`src/hw/rtl/wmcr_pkg.sv`:
```
// Package for the min/max waveform column reducer.
// Sizes, register indexes, controller/datapath structs and the curve ROM.
// No dependencies.
`default_nettype none

package wmcr_pkg;

   localparam int COLUMN_BITS     = 12;
   localparam int COUNT_BITS      = 20;
   localparam int CURVE_FRAC_BITS = 16;
   localparam int CURVE_BITS      = CURVE_FRAC_BITS + 1;
   localparam int MAX_RESULTS     = 64;
   localparam int RESULT_CNT_BITS = $clog2(MAX_RESULTS + 1);
   localparam int WIDTH_BITS      = COLUMN_BITS + 1;
   localparam int NUM_BITS        = COUNT_BITS + COLUMN_BITS + 1;
   localparam int HEIGHT_BITS     = 12;
   localparam int CSR_DATA_BITS   = 20;
   localparam int CSR_INDEX_BITS  = 2;

   localparam logic [CSR_INDEX_BITS-1:0] CSR_BASE_COLUMNS  = 2'd0;
   localparam logic [CSR_INDEX_BITS-1:0] CSR_DISPLAY_WIDTH = 2'd1;
   localparam logic [CSR_INDEX_BITS-1:0] CSR_HALF_HEIGHT   = 2'd2;

   typedef logic signed [7:0] sample_type;
   typedef logic [127:0][CURVE_BITS-1:0] curve_rom_type;

   typedef struct packed {
      logic accept;
      logic rom_load;
      logic mult_load;
      logic advance;
      logic emit;
      logic finish;
   } ctrl_cmd_type;

   typedef struct packed {
      logic item_ok;
      logic cont_now;
      logic cont_next;
      logic count_full;
      logic out_free;
   } dp_status_type;

   function automatic logic [63:0] q30_mul(input logic [63:0] a, input logic [63:0] b);
      logic [63:0] prod;
      prod = a * b;
      return prod >> 30;
   endfunction

   function automatic logic [63:0] q30_mul_round(input logic [63:0] a,
                                                 input logic [63:0] b);
      logic [63:0] prod;
      prod = a * b + (64'd1 << 29);
      return prod >> 30;
   endfunction

   function automatic logic [63:0] int_sqrt(input logic [63:0] v_in);
      logic [63:0] v;
      logic [63:0] res;
      logic [63:0] bits;
      v    = v_in;
      res  = 64'd0;
      bits = 64'd1 << 62;
      while (bits > v) bits = bits >> 2;
      while (bits != 64'd0) begin
         if (v >= res + bits) begin
            v   = v - (res + bits);
            res = (res >> 1) + bits;
         end else begin
            res = res >> 1;
         end
         bits = bits >> 2;
      end
      return res;
   endfunction

   function automatic logic [63:0] pow5_q30(input logic [63:0] y);
      logic [63:0] y2;
      y2 = q30_mul(y, y);
      return q30_mul(q30_mul(y2, y2), y);
   endfunction

   // (a/127)^0.65 = ((a/127)^(1/20))^13, rounded to Q1.CURVE_FRAC_BITS
   function automatic curve_rom_type build_curve();
      curve_rom_type rom;
      logic [63:0]   r;
      logic [63:0]   lo;
      logic [63:0]   hi;
      logic [63:0]   mid;
      logic [63:0]   s;
      logic [63:0]   p;
      for (int a = 0; a < 128; a++) begin
         r  = ((64'(a) << 30) + 64'd63) / 127;
         lo = 64'd0;
         hi = 64'd1 << 30;
         while (lo < hi) begin
            mid = lo + (hi - lo + 64'd1) / 2;
            if (pow5_q30(mid) <= r) lo = mid;
            else hi = mid - 64'd1;
         end
         s = int_sqrt(int_sqrt(lo << 30) << 30);
         p = s;
         for (int k = 0; k < 12; k++) p = q30_mul_round(p, s);
         p = (p + (64'd1 << (29 - CURVE_FRAC_BITS))) >> (30 - CURVE_FRAC_BITS);
         if (p > (64'd1 << CURVE_FRAC_BITS)) p = 64'd1 << CURVE_FRAC_BITS;
         rom[a] = p[CURVE_BITS-1:0];
      end
      return rom;
   endfunction

   localparam curve_rom_type CURVE_ROM = build_curve();

endpackage

`default_nettype wire

```
`src/hw/rtl/wmcr_req_if.sv`:
```
// Input channel: one envelope column word (min/max pair) with valid/ready.
// Depends on wmcr_pkg.
`default_nettype none

interface wmcr_req_if;
   import wmcr_pkg::*;

   logic       valid;
   logic       ready;
   sample_type min_sample;
   sample_type max_sample;

   modport source (output valid, output min_sample, output max_sample, input ready);
   modport sink   (input valid, input min_sample, input max_sample, output ready);
endinterface

`default_nettype wire

```
`src/hw/rtl/wmcr_rsp_if.sv`:
```
// Result channel: one vertical segment word with valid/ready.
// Depends on wmcr_pkg.
`default_nettype none

interface wmcr_rsp_if;
   import wmcr_pkg::*;

   logic                   valid;
   logic                   ready;
   logic [COLUMN_BITS-1:0] column;
   logic [HEIGHT_BITS-1:0] top_row;
   logic [HEIGHT_BITS:0]   bottom_row;
   logic                   last;

   modport source (output valid, output column, output top_row, output bottom_row,
                   output last, input ready);
   modport sink   (input valid, input column, input top_row, input bottom_row,
                   input last, output ready);
endinterface

`default_nettype wire

```
`src/hw/rtl/waveform_minmax_column_reducer_core.sv`:
```
// Min/max waveform column reducer, top level.
// Instantiates wmcr_ctrl and wmcr_datapath; uses wmcr_pkg, wmcr_req_if, wmcr_rsp_if.
//
// Usage:
//   req_chan carries one stored envelope column word (min_sample, max_sample).
//   rsp_chan carries vertical segment words (column, top_row, bottom_row, last);
//   last marks the final segment caused by one input word.
//   csr_* writes base_columns (0), display_width (1), half_height (2);
//   writing 0 or 1 restarts the frame. Write only while idle.
// Timing:
//   An input word is taken in the idle state. Curve lookup and multiply
//   follow in the ROM and MULT states; then one segment word is loaded per
//   cycle into the output register while it is free, and a closing step ends
//   the word. Columns beyond 64 per word are skipped with no segment.
//   Words past the end of the frame, or with N or W zero, are taken and
//   dropped in the same cycle.
// Reset: synchronous; config returns to N = 1, W = 1, half height 0.
// Stall: a segment waits in the output register; the next segment waits for
//   it, and the next input word may be taken while the last one is held.
`default_nettype none

module waveform_minmax_column_reducer_core (
   input  wire logic                                clock,
   input  wire logic                                reset,
   wmcr_req_if.sink                                 req_chan,
   wmcr_rsp_if.source                               rsp_chan,
   input  wire logic                                csr_wr_en,
   input  wire logic [wmcr_pkg::CSR_INDEX_BITS-1:0] csr_index,
   input  wire logic [wmcr_pkg::CSR_DATA_BITS-1:0]  csr_wdata
);
   import wmcr_pkg::*;

   ctrl_cmd_type  cmd;
   dp_status_type status;
   logic          req_ready;

   assign req_chan.ready = req_ready;

   wmcr_ctrl u_ctrl (
      .clock     (clock),
      .reset     (reset),
      .req_valid (req_chan.valid),
      .req_ready (req_ready),
      .status    (status),
      .cmd       (cmd)
   );

   wmcr_datapath u_datapath (
      .clock      (clock),
      .reset      (reset),
      .csr_wr_en  (csr_wr_en),
      .csr_index  (csr_index),
      .csr_wdata  (csr_wdata),
      .in_min     (req_chan.min_sample),
      .in_max     (req_chan.max_sample),
      .cmd        (cmd),
      .status     (status),
      .out_ready  (rsp_chan.ready),
      .out_valid  (rsp_chan.valid),
      .out_column (rsp_chan.column),
      .out_top    (rsp_chan.top_row),
      .out_bottom (rsp_chan.bottom_row),
      .out_last   (rsp_chan.last)
   );

endmodule

`default_nettype wire

```
`src/hw/rtl/wmcr_ctrl.sv`:
```
// Controller FSM of the column reducer: sequences accept, curve lookup,
// multiply and segment emission. Depends on wmcr_pkg.
`default_nettype none

module wmcr_ctrl (
   input  wire logic                   clock,
   input  wire logic                   reset,
   input  wire logic                   req_valid,
   output logic                        req_ready,
   input  wire wmcr_pkg::dp_status_type status,
   output wmcr_pkg::ctrl_cmd_type      cmd
);
   import wmcr_pkg::*;

   localparam logic [1:0] ST_IDLE = 2'd0;
   localparam logic [1:0] ST_ROM  = 2'd1;
   localparam logic [1:0] ST_MULT = 2'd2;
   localparam logic [1:0] ST_EMIT = 2'd3;

   logic [1:0] state_ff;
   logic [1:0] state_in;

   always_comb begin
      state_in  = state_ff;
      cmd       = '0;
      req_ready = 1'b0;
      case (state_ff)
         ST_IDLE: begin
            req_ready = 1'b1;
            if (req_valid && status.item_ok) begin
               cmd.accept = 1'b1;
               state_in   = ST_ROM;
            end
         end
         ST_ROM: begin
            cmd.rom_load = 1'b1;
            state_in     = ST_MULT;
         end
         ST_MULT: begin
            cmd.mult_load = 1'b1;
            state_in      = ST_EMIT;
         end
         ST_EMIT: begin
            if (!status.cont_now) begin
               cmd.finish = 1'b1;
               state_in   = ST_IDLE;
            end else if (status.count_full) begin
               cmd.advance = 1'b1;
            end else if (status.out_free) begin
               cmd.advance = 1'b1;
               cmd.emit    = 1'b1;
            end
         end
         default: state_in = ST_IDLE;
      endcase
   end

   always_ff @(posedge clock) begin
      if (reset) state_ff <= ST_IDLE;
      else state_ff <= state_in;
   end

endmodule

`default_nettype wire

```
`src/hw/rtl/wmcr_datapath.sv`:
```
// Datapath of the column reducer: config registers, running min/max, column
// boundary tracking, curve ROM and multiply, output register. Depends on wmcr_pkg.
`default_nettype none

module wmcr_datapath (
   input  wire logic                                clock,
   input  wire logic                                reset,
   input  wire logic                                csr_wr_en,
   input  wire logic [wmcr_pkg::CSR_INDEX_BITS-1:0] csr_index,
   input  wire logic [wmcr_pkg::CSR_DATA_BITS-1:0]  csr_wdata,
   input  wire wmcr_pkg::sample_type                in_min,
   input  wire wmcr_pkg::sample_type                in_max,
   input  wire wmcr_pkg::ctrl_cmd_type              cmd,
   output wmcr_pkg::dp_status_type                  status,
   input  wire logic                                out_ready,
   output logic                                     out_valid,
   output logic [wmcr_pkg::COLUMN_BITS-1:0]         out_column,
   output logic [wmcr_pkg::HEIGHT_BITS-1:0]         out_top,
   output logic [wmcr_pkg::HEIGHT_BITS:0]           out_bottom,
   output logic                                     out_last
);
   import wmcr_pkg::*;

   localparam logic [WIDTH_BITS-1:0] W_CAP = WIDTH_BITS'(1) << COLUMN_BITS;

   logic [COUNT_BITS-1:0]      n_ff, n_in;
   logic [WIDTH_BITS-1:0]      w_raw_ff, w_raw_in;
   logic [HEIGHT_BITS-1:0]     hh_ff, hh_in;
   logic [WIDTH_BITS-1:0]      w_eff, w_new_eff;
   logic                       restart;

   sample_type                 rmin_ff, rmin_in;
   sample_type                 rmax_ff, rmax_in;
   logic                       open_ff, open_in;
   logic                       closed_ff, closed_in;
   logic [COUNT_BITS-1:0]      j_ff, j_in;
   logic [WIDTH_BITS-1:0]      di_ff, di_in;
   logic [NUM_BITS-1:0]        num_ff, num_in;
   logic [NUM_BITS-1:0]        p_ff, p_in;
   logic [RESULT_CNT_BITS-1:0] cnt_ff, cnt_in;

   logic [CURVE_BITS-1:0]      rom_hi_ff, rom_lo_ff;
   logic [6:0]                 amp_hi, amp_lo;
   logic [CURVE_BITS+HEIGHT_BITS-1:0] prod_hi, prod_lo;
   logic [HEIGHT_BITS-1:0]     h_hi, h_lo;
   logic [HEIGHT_BITS-1:0]     top_ff;
   logic [HEIGHT_BITS:0]       bot_ff;

   logic                       valid_ff, valid_in;
   logic [COLUMN_BITS-1:0]     col_ff;
   logic [HEIGHT_BITS-1:0]     otop_ff;
   logic [HEIGHT_BITS:0]       obot_ff;
   logic                       last_ff;

   logic [NUM_BITS-1:0]        num_next;
   logic [NUM_BITS-1:0]        p_plus_w;
   logic                       more_left;
   logic                       brk_now, brk_next;

   assign w_eff = (w_raw_ff > W_CAP) ? W_CAP : w_raw_ff;
   assign restart = csr_wr_en &&
                    (csr_index == CSR_BASE_COLUMNS || csr_index == CSR_DISPLAY_WIDTH);

   always_comb begin
      n_in      = n_ff;
      w_raw_in  = w_raw_ff;
      hh_in     = hh_ff;
      if (csr_wr_en) begin
         case (csr_index)
            CSR_BASE_COLUMNS:  n_in     = csr_wdata[COUNT_BITS-1:0];
            CSR_DISPLAY_WIDTH: w_raw_in = csr_wdata[WIDTH_BITS-1:0];
            CSR_HALF_HEIGHT:   hh_in    = csr_wdata[HEIGHT_BITS-1:0];
            default: ;
         endcase
      end
      w_new_eff = (w_raw_in > W_CAP) ? W_CAP : w_raw_in;
   end

   // segment x closes on item j when min(max(floor(num/w), start+1), n) <= j+1,
   // with num = (x+1)*n and p = (j+1)*w
   assign num_next  = num_ff + NUM_BITS'(n_ff);
   assign p_plus_w  = p_ff + NUM_BITS'(w_eff);
   assign more_left = {1'b0, n_ff} > ({1'b0, j_ff} + (COUNT_BITS+1)'(1));
   assign brk_now   = more_left &&
                      (num_ff >= p_plus_w || (num_ff - NUM_BITS'(n_ff)) >= p_ff);
   assign brk_next  = more_left &&
                      (num_next >= p_plus_w || (num_next - NUM_BITS'(n_ff)) >= p_ff);

   always_comb begin
      status.item_ok    = (n_ff != '0) && (w_eff != '0) && (j_ff < n_ff);
      status.cont_now   = (di_ff < w_eff) && !brk_now;
      status.cont_next  = ((di_ff + WIDTH_BITS'(1)) < w_eff) && !brk_next;
      status.count_full = (cnt_ff == RESULT_CNT_BITS'(MAX_RESULTS));
      status.out_free   = !valid_ff || out_ready;
   end

   always_comb begin
      rmin_in   = rmin_ff;
      rmax_in   = rmax_ff;
      open_in   = open_ff;
      closed_in = closed_ff;
      j_in      = j_ff;
      di_in     = di_ff;
      num_in    = num_ff;
      p_in      = p_ff;
      cnt_in    = cnt_ff;
      if (restart) begin
         rmin_in = '0;
         rmax_in = '0;
         open_in = 1'b0;
         j_in    = '0;
         di_in   = '0;
         num_in  = NUM_BITS'(n_in);
         p_in    = NUM_BITS'(w_new_eff);
      end else begin
         if (cmd.accept) begin
            if (!open_ff) begin
               rmin_in = in_min;
               rmax_in = in_max;
            end else begin
               if (in_min < rmin_ff) rmin_in = in_min;
               if (in_max > rmax_ff) rmax_in = in_max;
            end
            open_in   = 1'b1;
            closed_in = 1'b0;
            cnt_in    = '0;
         end
         if (cmd.advance) begin
            di_in     = di_ff + WIDTH_BITS'(1);
            num_in    = num_next;
            closed_in = 1'b1;
            if (cmd.emit) cnt_in = cnt_ff + RESULT_CNT_BITS'(1);
         end
         if (cmd.finish) begin
            j_in = j_ff + COUNT_BITS'(1);
            p_in = p_plus_w;
            if (closed_ff) open_in = 1'b0;
         end
      end
   end

   // curve amplitudes: negative max counts as zero, |-128| counts as 127
   always_comb begin
      amp_hi = rmax_ff[7] ? 7'd0 : rmax_ff[6:0];
      if (rmin_ff[7]) amp_lo = (rmin_ff == -8'sd128) ? 7'd127 : 7'(-rmin_ff);
      else amp_lo = rmin_ff[6:0];
   end

   assign prod_hi = rom_hi_ff * hh_ff;
   assign prod_lo = rom_lo_ff * hh_ff;
   assign h_hi    = prod_hi[CURVE_FRAC_BITS +: HEIGHT_BITS];
   assign h_lo    = prod_lo[CURVE_FRAC_BITS +: HEIGHT_BITS];

   assign valid_in = cmd.emit ? 1'b1 : (valid_ff && !out_ready);

   always_ff @(posedge clock) begin
      if (reset) begin
         n_ff      <= COUNT_BITS'(1);
         w_raw_ff  <= WIDTH_BITS'(1);
         hh_ff     <= '0;
         rmin_ff   <= '0;
         rmax_ff   <= '0;
         open_ff   <= 1'b0;
         closed_ff <= 1'b0;
         j_ff      <= '0;
         di_ff     <= '0;
         num_ff    <= NUM_BITS'(1);
         p_ff      <= NUM_BITS'(1);
         cnt_ff    <= '0;
         valid_ff  <= 1'b0;
      end else begin
         n_ff      <= n_in;
         w_raw_ff  <= w_raw_in;
         hh_ff     <= hh_in;
         rmin_ff   <= rmin_in;
         rmax_ff   <= rmax_in;
         open_ff   <= open_in;
         closed_ff <= closed_in;
         j_ff      <= j_in;
         di_ff     <= di_in;
         num_ff    <= num_in;
         p_ff      <= p_in;
         cnt_ff    <= cnt_in;
         valid_ff  <= valid_in;
      end
   end

   always_ff @(posedge clock) begin
      if (cmd.rom_load) begin
         rom_hi_ff <= CURVE_ROM[amp_hi];
         rom_lo_ff <= CURVE_ROM[amp_lo];
      end
      if (cmd.mult_load) begin
         top_ff <= hh_ff - h_hi;
         bot_ff <= {1'b0, hh_ff} + {1'b0, h_lo};
      end
      if (cmd.emit) begin
         col_ff  <= di_ff[COLUMN_BITS-1:0];
         otop_ff <= top_ff;
         obot_ff <= bot_ff;
         last_ff <= (cnt_ff == RESULT_CNT_BITS'(MAX_RESULTS - 1)) || !status.cont_next;
      end
   end

   assign out_valid  = valid_ff;
   assign out_column = col_ff;
   assign out_top    = otop_ff;
   assign out_bottom = obot_ff;
   assign out_last   = last_ff;

endmodule

`default_nettype wire
```
`src/flat_wrapper.sv`:
```
// flat-port wrapper written by rule: the top's interface ports become plain ports
module waveform_minmax_column_reducer_core_flat import wmcr_pkg::*;
  (clock, reset, csr_wr_en, csr_index, csr_wdata, req_chan_valid, req_chan_min_sample, req_chan_max_sample, req_chan_ready, rsp_chan_valid, rsp_chan_column, rsp_chan_top_row, rsp_chan_bottom_row, rsp_chan_last, rsp_chan_ready);
  wmcr_req_if req_chan_i ();
  wmcr_rsp_if rsp_chan_i ();
  input  wire logic clock;
  input  wire logic reset;
  input  wire logic csr_wr_en;
  input  wire logic [wmcr_pkg::CSR_INDEX_BITS-1:0] csr_index;
  input  wire logic [wmcr_pkg::CSR_DATA_BITS-1:0] csr_wdata;
  input wire logic [$bits(req_chan_i.valid)-1:0] req_chan_valid;
  input wire logic [$bits(req_chan_i.min_sample)-1:0] req_chan_min_sample;
  input wire logic [$bits(req_chan_i.max_sample)-1:0] req_chan_max_sample;
  output wire logic [$bits(req_chan_i.ready)-1:0] req_chan_ready;
  output wire logic [$bits(rsp_chan_i.valid)-1:0] rsp_chan_valid;
  output wire logic [$bits(rsp_chan_i.column)-1:0] rsp_chan_column;
  output wire logic [$bits(rsp_chan_i.top_row)-1:0] rsp_chan_top_row;
  output wire logic [$bits(rsp_chan_i.bottom_row)-1:0] rsp_chan_bottom_row;
  output wire logic [$bits(rsp_chan_i.last)-1:0] rsp_chan_last;
  input wire logic [$bits(rsp_chan_i.ready)-1:0] rsp_chan_ready;
  assign req_chan_i.valid = req_chan_valid;
  assign req_chan_i.min_sample = req_chan_min_sample;
  assign req_chan_i.max_sample = req_chan_max_sample;
  assign req_chan_ready = req_chan_i.ready;
  assign rsp_chan_valid = rsp_chan_i.valid;
  assign rsp_chan_column = rsp_chan_i.column;
  assign rsp_chan_top_row = rsp_chan_i.top_row;
  assign rsp_chan_bottom_row = rsp_chan_i.bottom_row;
  assign rsp_chan_last = rsp_chan_i.last;
  assign rsp_chan_i.ready = rsp_chan_ready;
  waveform_minmax_column_reducer_core u_core (.clock(clock), .reset(reset), .req_chan(req_chan_i), .rsp_chan(rsp_chan_i), .csr_wr_en(csr_wr_en), .csr_index(csr_index), .csr_wdata(csr_wdata));
endmodule
```
`config.mk`:
```
export PLATFORM = sky130hd
export DESIGN_NAME = waveform_minmax_column_reducer_core_flat
export DESIGN_NICKNAME = d
export VERILOG_FILES = /design/src/hw/rtl/wmcr_pkg.sv /design/src/hw/rtl/wmcr_req_if.sv /design/src/hw/rtl/wmcr_rsp_if.sv /design/src/hw/rtl/waveform_minmax_column_reducer_core.sv /design/src/hw/rtl/wmcr_ctrl.sv /design/src/hw/rtl/wmcr_datapath.sv /design/src/flat_wrapper.sv
export SDC_FILE = /design/constraint.sdc
export NUM_CORES = 2
export LEC_CHECK = 0
export BUFFER_PORTS_ARGS = -buffer_cell sky130_fd_sc_hd__buf_2
export CORE_UTILIZATION = 39
export CTS_BUF_LIST = sky130_fd_sc_hd__clkbuf_4 sky130_fd_sc_hd__clkbuf_8
export CTS_CLUSTER_DIAMETER = 120
export DETAILED_ROUTE_END_ITERATION = 16
export RECOVER_POWER = 25
export SETUP_SLACK_MARGIN = 0.02
export SYNTH_ARGS = -nofsm -noshare
export SYNTH_HDL_FRONTEND = slang
export SYNTH_SLANG_ARGS = --single-unit
```
`constraint.sdc`:
```
create_clock -name clock -period 9.2 [get_ports clock]
set_input_delay 1.38 -clock clock [delete_from_list [all_inputs] [get_ports clock]]
set_output_delay 1.38 -clock clock [all_outputs]
set_load 0.005 [all_outputs]
```
== Word level (Yosys, flattened, before mapping) ==
Memories as Yosys holds them, arrays and structs flattened. A register that Yosys moved wholly into a read port is not among the register bits.
Cells that the tools add are included.

* Flip-flop bits (word level): 235
* ROM bits: 4,352
* Word-level logic and storage cells: 134
* Memories kept: 2

{| class="wikitable"
|+ Memory list
! name !! depth !! width !! rd ports !! clocked after memory_dff !! write ports !! RTL line !! text
|-
| (name not given) || 128 || 17 || 1 || 1 || 0 || wmcr_datapath.sv:191 || <nowiki>rom_lo_ff <= CURVE_ROM[amp_lo];</nowiki>
|-
| (name not given) || 128 || 17 || 1 || 1 || 0 || wmcr_datapath.sv:190 || <nowiki>rom_hi_ff <= CURVE_ROM[amp_hi];</nowiki>
|}

* Add/sub/neg operators: 11
* Multiply operators: 2
* Magnitude comparators: 12
* Equality and inequality tests: 12
* Multiplexer cells: 40
* Bitwise operators: 1
* Reduce and logical (&&, ||, !) cells: 32

{| class="wikitable"
|+ Operators by type and width
! cell !! number
|-
| >= comparator 33 bit || 4
|-
| 2-to-1 mux 20 bit || 4
|-
| 2-to-1 mux 13 bit || 6
|-
| subtractor 33 x 20 -> 33 bit || 2
|-
| multiplier 17 x 12 -> 28 bit || 2
|-
| 2-to-1 mux 7 bit || 6
|-
| adder 33 x 13 -> 33 bit || 1
|-
| adder 33 x 20 -> 33 bit || 1
|-
| 2-to-1 mux 8 bit || 4
|-
| > comparator 13 bit (second input constant) || 2
|-
| < comparator 13 bit || 2
|-
| adder 20 x 1 -> 21 bit (second input constant) || 1
|-
| > comparator 20 x 21 -> 1 bit || 1
|-
| adder 20 x 1 -> 20 bit (second input constant) || 1
|-
| < comparator 20 bit || 1
|-
| nonzero test 20 bit || 1
|-
| 2-to-1 mux 1 bit || 14
|-
| adder 12 x 12 -> 13 bit || 1
|-
| adder 13 x 1 -> 13 bit (second input constant) || 1
|-
| nonzero test 13 bit || 1
|-
| subtractor 12 bit || 1
|-
| AND reduction 2 bit || 5
|-
| logical AND 1 bit || 9
|-
| equality test 8 bit (second input constant) || 1
|-
| other kinds (19) || 38
|}

== Longest topological paths before layout ==
* Word-level depth: 12
* Depth in mapped cells: 34
* Gate-level depth less buffers: 32

== Cells and area by module ==
A second synthesis with hierarchy kept.

* Cells, all modules: 4,876
* Area, all modules: 38,831.0 um^2

{| class="wikitable"
|+ Modules (own cells, without submodules)
! module !! instances !! cells an instance !! area an instance (um^2) !! seq. area each (um^2)
|-
| wmcr_datapath || 1 || 4,850 || 38,587.0 || 6,316.1
|-
| wmcr_ctrl || 1 || 26 || 244.0 || 40.0
|}

== Least setup slack after synthesis ==
No wires, ideal clock.

* Path type: reg2reg
* Start point: register u_core.u_datapath.hh_ff[3]
* End point: register u_core.u_datapath.top_ff[10], data pin
* Library setup time: 0.258 ns
* Arrival time: 6.715 ns
* Setup slack: 2.228 ns
* Cell stages (with the launch flop): 31
* Buffers on the path: 2
* Clock period less this slack: 6.972 ns
* Cell sequence: dfxtp_1 clkbuf_1 clkbuf_1 nand2_1 fa_1 inv_1 fa_1 fa_1 fa_1 fa_1 ha_1 a21o_1 a21o_1 a21o_1 a221oi_1 o21ai_0 a21oi_1 inv_1 a21oi_1 xor2_1 ha_1 nor2b_1 o21ai_0 a21boi_0 o21ai_0 a21boi_0 o21a_1 o21ai_0 nand2b_1 a21oi_1 xnor2_1

* Cells in the longest elaborated chain, start to end: 2

{| class="wikitable"
|+ RTL lines
! item !! RTL line !! text
|-
| from (decl) || wmcr_datapath.sv:28 || <nowiki>logic [HEIGHT_BITS-1:0] hh_ff, hh_in;</nowiki>
|-
| from (signal assigned) || wmcr_datapath.sv:174 || <nowiki>hh_ff <= hh_in;</nowiki>
|-
| multiplier 17 x 12 -> 28 bit || wmcr_datapath.sv:149 || <nowiki>assign prod_hi = rom_hi_ff * hh_ff;</nowiki>
|-
| subtractor 12 bit (*) || wmcr_datapath.sv:194 || <nowiki>top_ff <= hh_ff - h_hi;</nowiki>
|-
| to (signal assigned) || wmcr_datapath.sv:194 ||
|-
| to (decl) || wmcr_datapath.sv:46 || <nowiki>logic [HEIGHT_BITS-1:0] top_ff;</nowiki>
|}

Every way passes the cells marked *; elsewhere a longest branch is shown, timed or not.
A chain may end at the register's enable or synchronous reset.

== Final worst setup path ==
* Start point: register u_core.u_datapath.hh_ff[8]
* End point: register u_core.u_datapath.bot_ff[12], data pin

* Cells in the longest elaborated chain, start to end: 2

{| class="wikitable"
|+ RTL lines
! item !! RTL line !! text
|-
| multiplier 17 x 12 -> 28 bit || wmcr_datapath.sv:150 || <nowiki>assign prod_lo = rom_lo_ff * hh_ff;</nowiki>
|-
| adder 12 x 12 -> 13 bit (*) || wmcr_datapath.sv:195 || <nowiki>bot_ff <= {1'b0, hh_ff} + {1'b0, h_lo};</nowiki>
|-
| to (signal assigned) || wmcr_datapath.sv:195 ||
|-
| to (decl) || wmcr_datapath.sv:47 || <nowiki>logic [HEIGHT_BITS:0] bot_ff;</nowiki>
|}

Marked as above.

==> summary.md <==
| Metric | Value |
|---|---|
| Clock sinks | `269` |
| Top-level I/O count | `83` |
| Crit path launch type | `flop` |
| Summed negative setup slack over all endpoints | `0 ps` |
| Distinct cell type count of the synthesized netlist | `90` |
| Arrival time reported for the critical path endpoint | `8280 ps` |
| Number of fill cells in the layout | `9,739` |
| Slew Limit Headroom | `-94.72%` |
| Register clock-pin slew on the reported worst setup and hold paths | `70 ps` |
| Peak fanout along the critical path | `27` |
| Std-Cell Core Area | `96,570 µm²` |
| Internal portion of total power | `3.330 mW` |
| Routed wire length on met3 | `11,050 µm` |
| Synthesized netlist cell count | `4,750` |
| Number of hold-repair buffers added at the cts stage | `0` |
| Average via count per standard cell | `5.641` |
| Synth Net Count | `5,565` |
| Flop pwr share | `28.1%` |
| Effective utilization at floorplan | `39.29%` |
| Fmax achieved | `0.1275 GHz` |
| DIE HEIGHT | `313.9 µm` |
| Final max-slew violation count | `147` |
| Global-route wire length before repair | `191,200 µm` |
| Port Buffers | `82` |
| Post-synthesis instance area | `37,940 µm²` |
| Fraction of power consumed by combinational cells | `49.9%` |
| DP Area | `39,480 µm²` |
| Peak supply drop | `0.09781 mV` |
| Slew at the pin closest to its max-slew limit | `2921 ps` |
| Clock Tree Root | `sky130_fd_sc_hd__clkbuf_8` |
| Row count | `114` |
| Delay of the slowest critical-path stage | `1090 ps` |
| Net count of the finished layout | `5,505` |
| Core occupancy in the finished layout | `42.08%` |
| Switching share of total power | `46.16%` |
| Gp weighted congestion | `0.9680` |
| Primary FF master, synth | `sky130_fd_sc_hd__dfxtp_1` |
| Global router's overall resource usage | `24.54%` |
| Clk_skew | `32.37 ps` |
| Leakage power figure | `17.67 nW` |
| Async set or reset register ratio after synthesis | `0%` |
| Area of all placed cells without fillers | `40,640 µm²` |
| CTS tree | `done` |
| Run status | `complete, but fails checks` |
| Number of vias after detailed routing | `33,915` |
| Warnings from Yosys | `0` |
| Max Cap Viol | `4` |
| Number of enable flip-flop cells after synthesis | `97` |
| Average cell area after synthesis | `7.988 µm²` |
| Min-Delay Path Class | `reg -> reg` |
| TritonCTS Buffers | `53` |
| Count of endpoints failing setup in the final report | `0` |
| Total wire length after detailed routing | `121,200 µm` |
| Setup fix buffers added after clock tree synthesis | `0` |
| Overall die area | `98,540 µm²` |
| Reported net switching power | `2.856 mW` |
| Maximum clock path buffer count | `3` |
| Layout cells sized above 1 | `5.809%` |
| Clock Latency Late Sink | `700 ps` |
| Final hold violation count | `0` |
| Met2 routed WL | `51,060 µm` |
| Fraction of the yosys area taken by sequential cells | `16.75%` |
| Die span in x | `313.9 µm` |
| Violations in the final reports | `max-capacitance violations, max-slew violations` |
| Antenna violations before repair | `4` |
| Maximum number of pins on one net before global-route repair | `59` |
| Routed wire length per instance | `20.16 µm` |
| Critical path start-end classification | `reg -> reg` |
| H-tree depth | `2` |
| Detailed Place HPWL | `91,350 µm` |
| Via count of the first global-routing pass | `33,066` |
| DRT Pass-1 Iters | `6` |
| Type of element capturing the critical path | `flop` |
| Area added between synthesis and finish | `7.103%` |
| Critical path's slowest cell | `sky130_fd_sc_hd__dfxtp_1` |
| Grt total ovfl | `0` |
| Antenna-violating nets left | `0` |
| Highest Signal Layer | `met5` |
| Final critical path time including I/O delays and setup | `7844 ps` |
| Required time of the worst setup path | `9630 ps` |
| Setup repair after global routing missed its margin | `no` |
| Count of routing violations after the opening detailed-route iteration | `3,108` |
| DRC | `0` |
| Areal power density over the cells | `152.2 nW/µm²` |
| Met1 Wirelength | `55,800 µm` |
| Synth Register Bits | `269` |
| Post_cts resized | `0` |
| Clk pwr share | `22.1%` |
| Share of the clock period used by the worst path after layout | `85.26%` |
| CP dominant cell by count | `sky130_fd_sc_hd__fa_1` |
[path summary, 6_finish.rpt]
kind	start	endpoint	slack, ps	depth (start not counted)
worst min-delay path	u_core.u_datapath.bot_ff[6]	u_core.u_datapath.out_bottom[6]	420	0
worst min register to register	u_core.u_datapath.bot_ff[6]	u_core.u_datapath.out_bottom[6]	420	0
worst max-delay path	u_core.u_datapath.hh_ff[8]	u_core.u_datapath.bot_ff[12]	1360	26
worst max register to register	u_core.u_datapath.hh_ff[8]	u_core.u_datapath.bot_ff[12]	1360	26
[power groups by stage]
stage	registers (mW)	clock network, mW	logic (mW)
2_1_floorplan	1.50	0	2.28
3_3_place_gp	1.75	0	3.00
3_5_place_dp	1.75	0	3.00
4_1_cts	1.73	1.41	3.03
5_1_grt	1.75	1.46	3.43
6_report	1.74	1.36	3.08
[cells in the final DEF, fill, tap and decap left out, types with 12 or more instances in the layout]
master                        n
sky130_fd_sc_hd__dfxtp_1    171
sky130_fd_sc_hd__ha_1       470
sky130_fd_sc_hd__xor2_1      85
sky130_fd_sc_hd__o21bai_1    16
sky130_fd_sc_hd__nor4_1      39
sky130_fd_sc_hd__o221ai_1    21
sky130_fd_sc_hd__a21o_1      64
sky130_fd_sc_hd__and3_1      33
sky130_fd_sc_hd__a2111oi_0   17
sky130_fd_sc_hd__nor3_1      73
sky130_fd_sc_hd__fa_1       302
sky130_fd_sc_hd__nand2_1    645
sky130_fd_sc_hd__o21a_1      37
sky130_fd_sc_hd__clkbuf_8    61
sky130_fd_sc_hd__a211oi_1    41
sky130_fd_sc_hd__xnor2_1    172
sky130_fd_sc_hd__inv_1      502
sky130_fd_sc_hd__buf_4       64
sky130_fd_sc_hd__nand4_1     49
sky130_fd_sc_hd__o22ai_1     25
sky130_fd_sc_hd__o31ai_1     20
sky130_fd_sc_hd__clkbuf_4    18
sky130_fd_sc_hd__o211ai_1    48
sky130_fd_sc_hd__mux2i_1     53
sky130_fd_sc_hd__a21oi_1    320
sky130_fd_sc_hd__buf_2       81
sky130_fd_sc_hd__a221oi_1    28
sky130_fd_sc_hd__nor2_1     371
sky130_fd_sc_hd__o21ai_0    232
sky130_fd_sc_hd__nand2b_1    35
sky130_fd_sc_hd__o311ai_0    12
sky130_fd_sc_hd__or3_1       14
sky130_fd_sc_hd__a31oi_1     41
sky130_fd_sc_hd__edfxtp_1    97
sky130_fd_sc_hd__nand3_1     96
sky130_fd_sc_hd__clkinv_1    12
sky130_fd_sc_hd__and2_1     124
sky130_fd_sc_hd__nor2b_1     35
[cells in the mapped netlist, drive strengths merged (37+ instances only)]
cell    count  share of area, %
and2      124               2.0
nor3       74              0.99
nor4       40              0.66
edfxtp     97               7.7
nand2     646               6.4
nor2      373               3.7
ha        470                15
o211ai     48              0.95
xnor2     176               4.1
o21ai     238               3.1
o21a       37              0.73
nand3      96               1.3
mux2i      53               1.4
dfxtp     172               9.1
a211oi     43              0.88
xor2       85               2.0
a31oi      41              0.68
a21o       64               1.3
inv       503               5.0
a21oi     320               4.2
fa        302                16
nand4      49              0.81
clkbuf    224               2.2
buf        40              0.50
[metrics by stage]
| stage | setup WS (ps) | hold slack, ps | instances | total power, mW |
|---|---|---|---|---|
| finish | 1356 | 417.9 | 6012 | 6.186 |
| global route | 875.4 | 420.1 | 6011 | 6.640 |
| CTS | 1369 | 419.0 | 6010 | 6.159 |
| detailed placement | 1402 | 404.5 | 5911 | 4.755 |
| global placement | 1529 | 402.9 | 5911 | 4.744 |
| floorplan | 2228 | 400.3 | 4750 | 3.782 |
[flip-flops by register name, summed over array words and instances, names as in the netlist, 2 cells and up]
register and count:
u_core.u_datapath.out_bottom 13, u_core.u_datapath.rom_hi_ff 17, u_core.u_datapath.top_ff 12, u_core.u_datapath.out_column 12
u_core.u_datapath.hh_ff 12, u_core.u_datapath.bot_ff 13, u_core.u_datapath.rmin_ff 8, u_core.u_datapath.cnt_ff 7
u_core.u_datapath.di_ff 13, u_core.u_ctrl.state_ff 2, u_core.u_datapath.w_raw_ff 13, u_core.u_datapath.p_ff 33
u_core.u_datapath.j_ff 20, u_core.u_datapath.rmax_ff 8, u_core.u_datapath.out_top 12, u_core.u_datapath.rom_lo_ff 17
u_core.u_datapath.num_ff 33, u_core.u_datapath.n_ff 20
[cells by family (layout without fill, tap and decap cells)]
kind of cell	after synthesis	after routing	share of synthesized area [%]
AND/OR/NAND/NOR	1571	1571	18.85
AO/OA/AOI/OAI	1047	1047	17.65
adder cells (fa/ha/maj)	773	773	31.46
buffers and inverters	773	757	7.756
flip-flops	269	269	16.75
XOR/XNOR	261	261	6.045
multiplexers	56	56	1.487
other	0	2	0
[layer usage]
metal	up-vias	track usage [%]
li1	16114	-
met1	16189	34.77
met2	1389	37.11
met3	221	5.660
met4	2	6.818
met5	-	0
[layout make-up]
class                      instances  area (µm²)  area share (%)
antenna                            2       5.005         0.01232
timing repair buffer             149       900.9           2.217
multi-input combinational       3708       28700           70.63
clock buffer                      79       974.7           2.398
tap                             1276        1597           3.929
inverter                         509        1911           4.701
clock inverter                    20       190.2          0.4680
sequential                       269        6357           15.64
[worst max-delay path, delay by kind of cell, from the launching register on]
kind | cells | cell delay, ps
adders and majority gates | 7 | 3270
AOI/OAI and AO/OA | 10 | 2430
DFF | 1 | 1090
and+or+nand+nor | 5 | 550
buffers and inverters | 4 | 230
(Power assumes the default switching activity.)
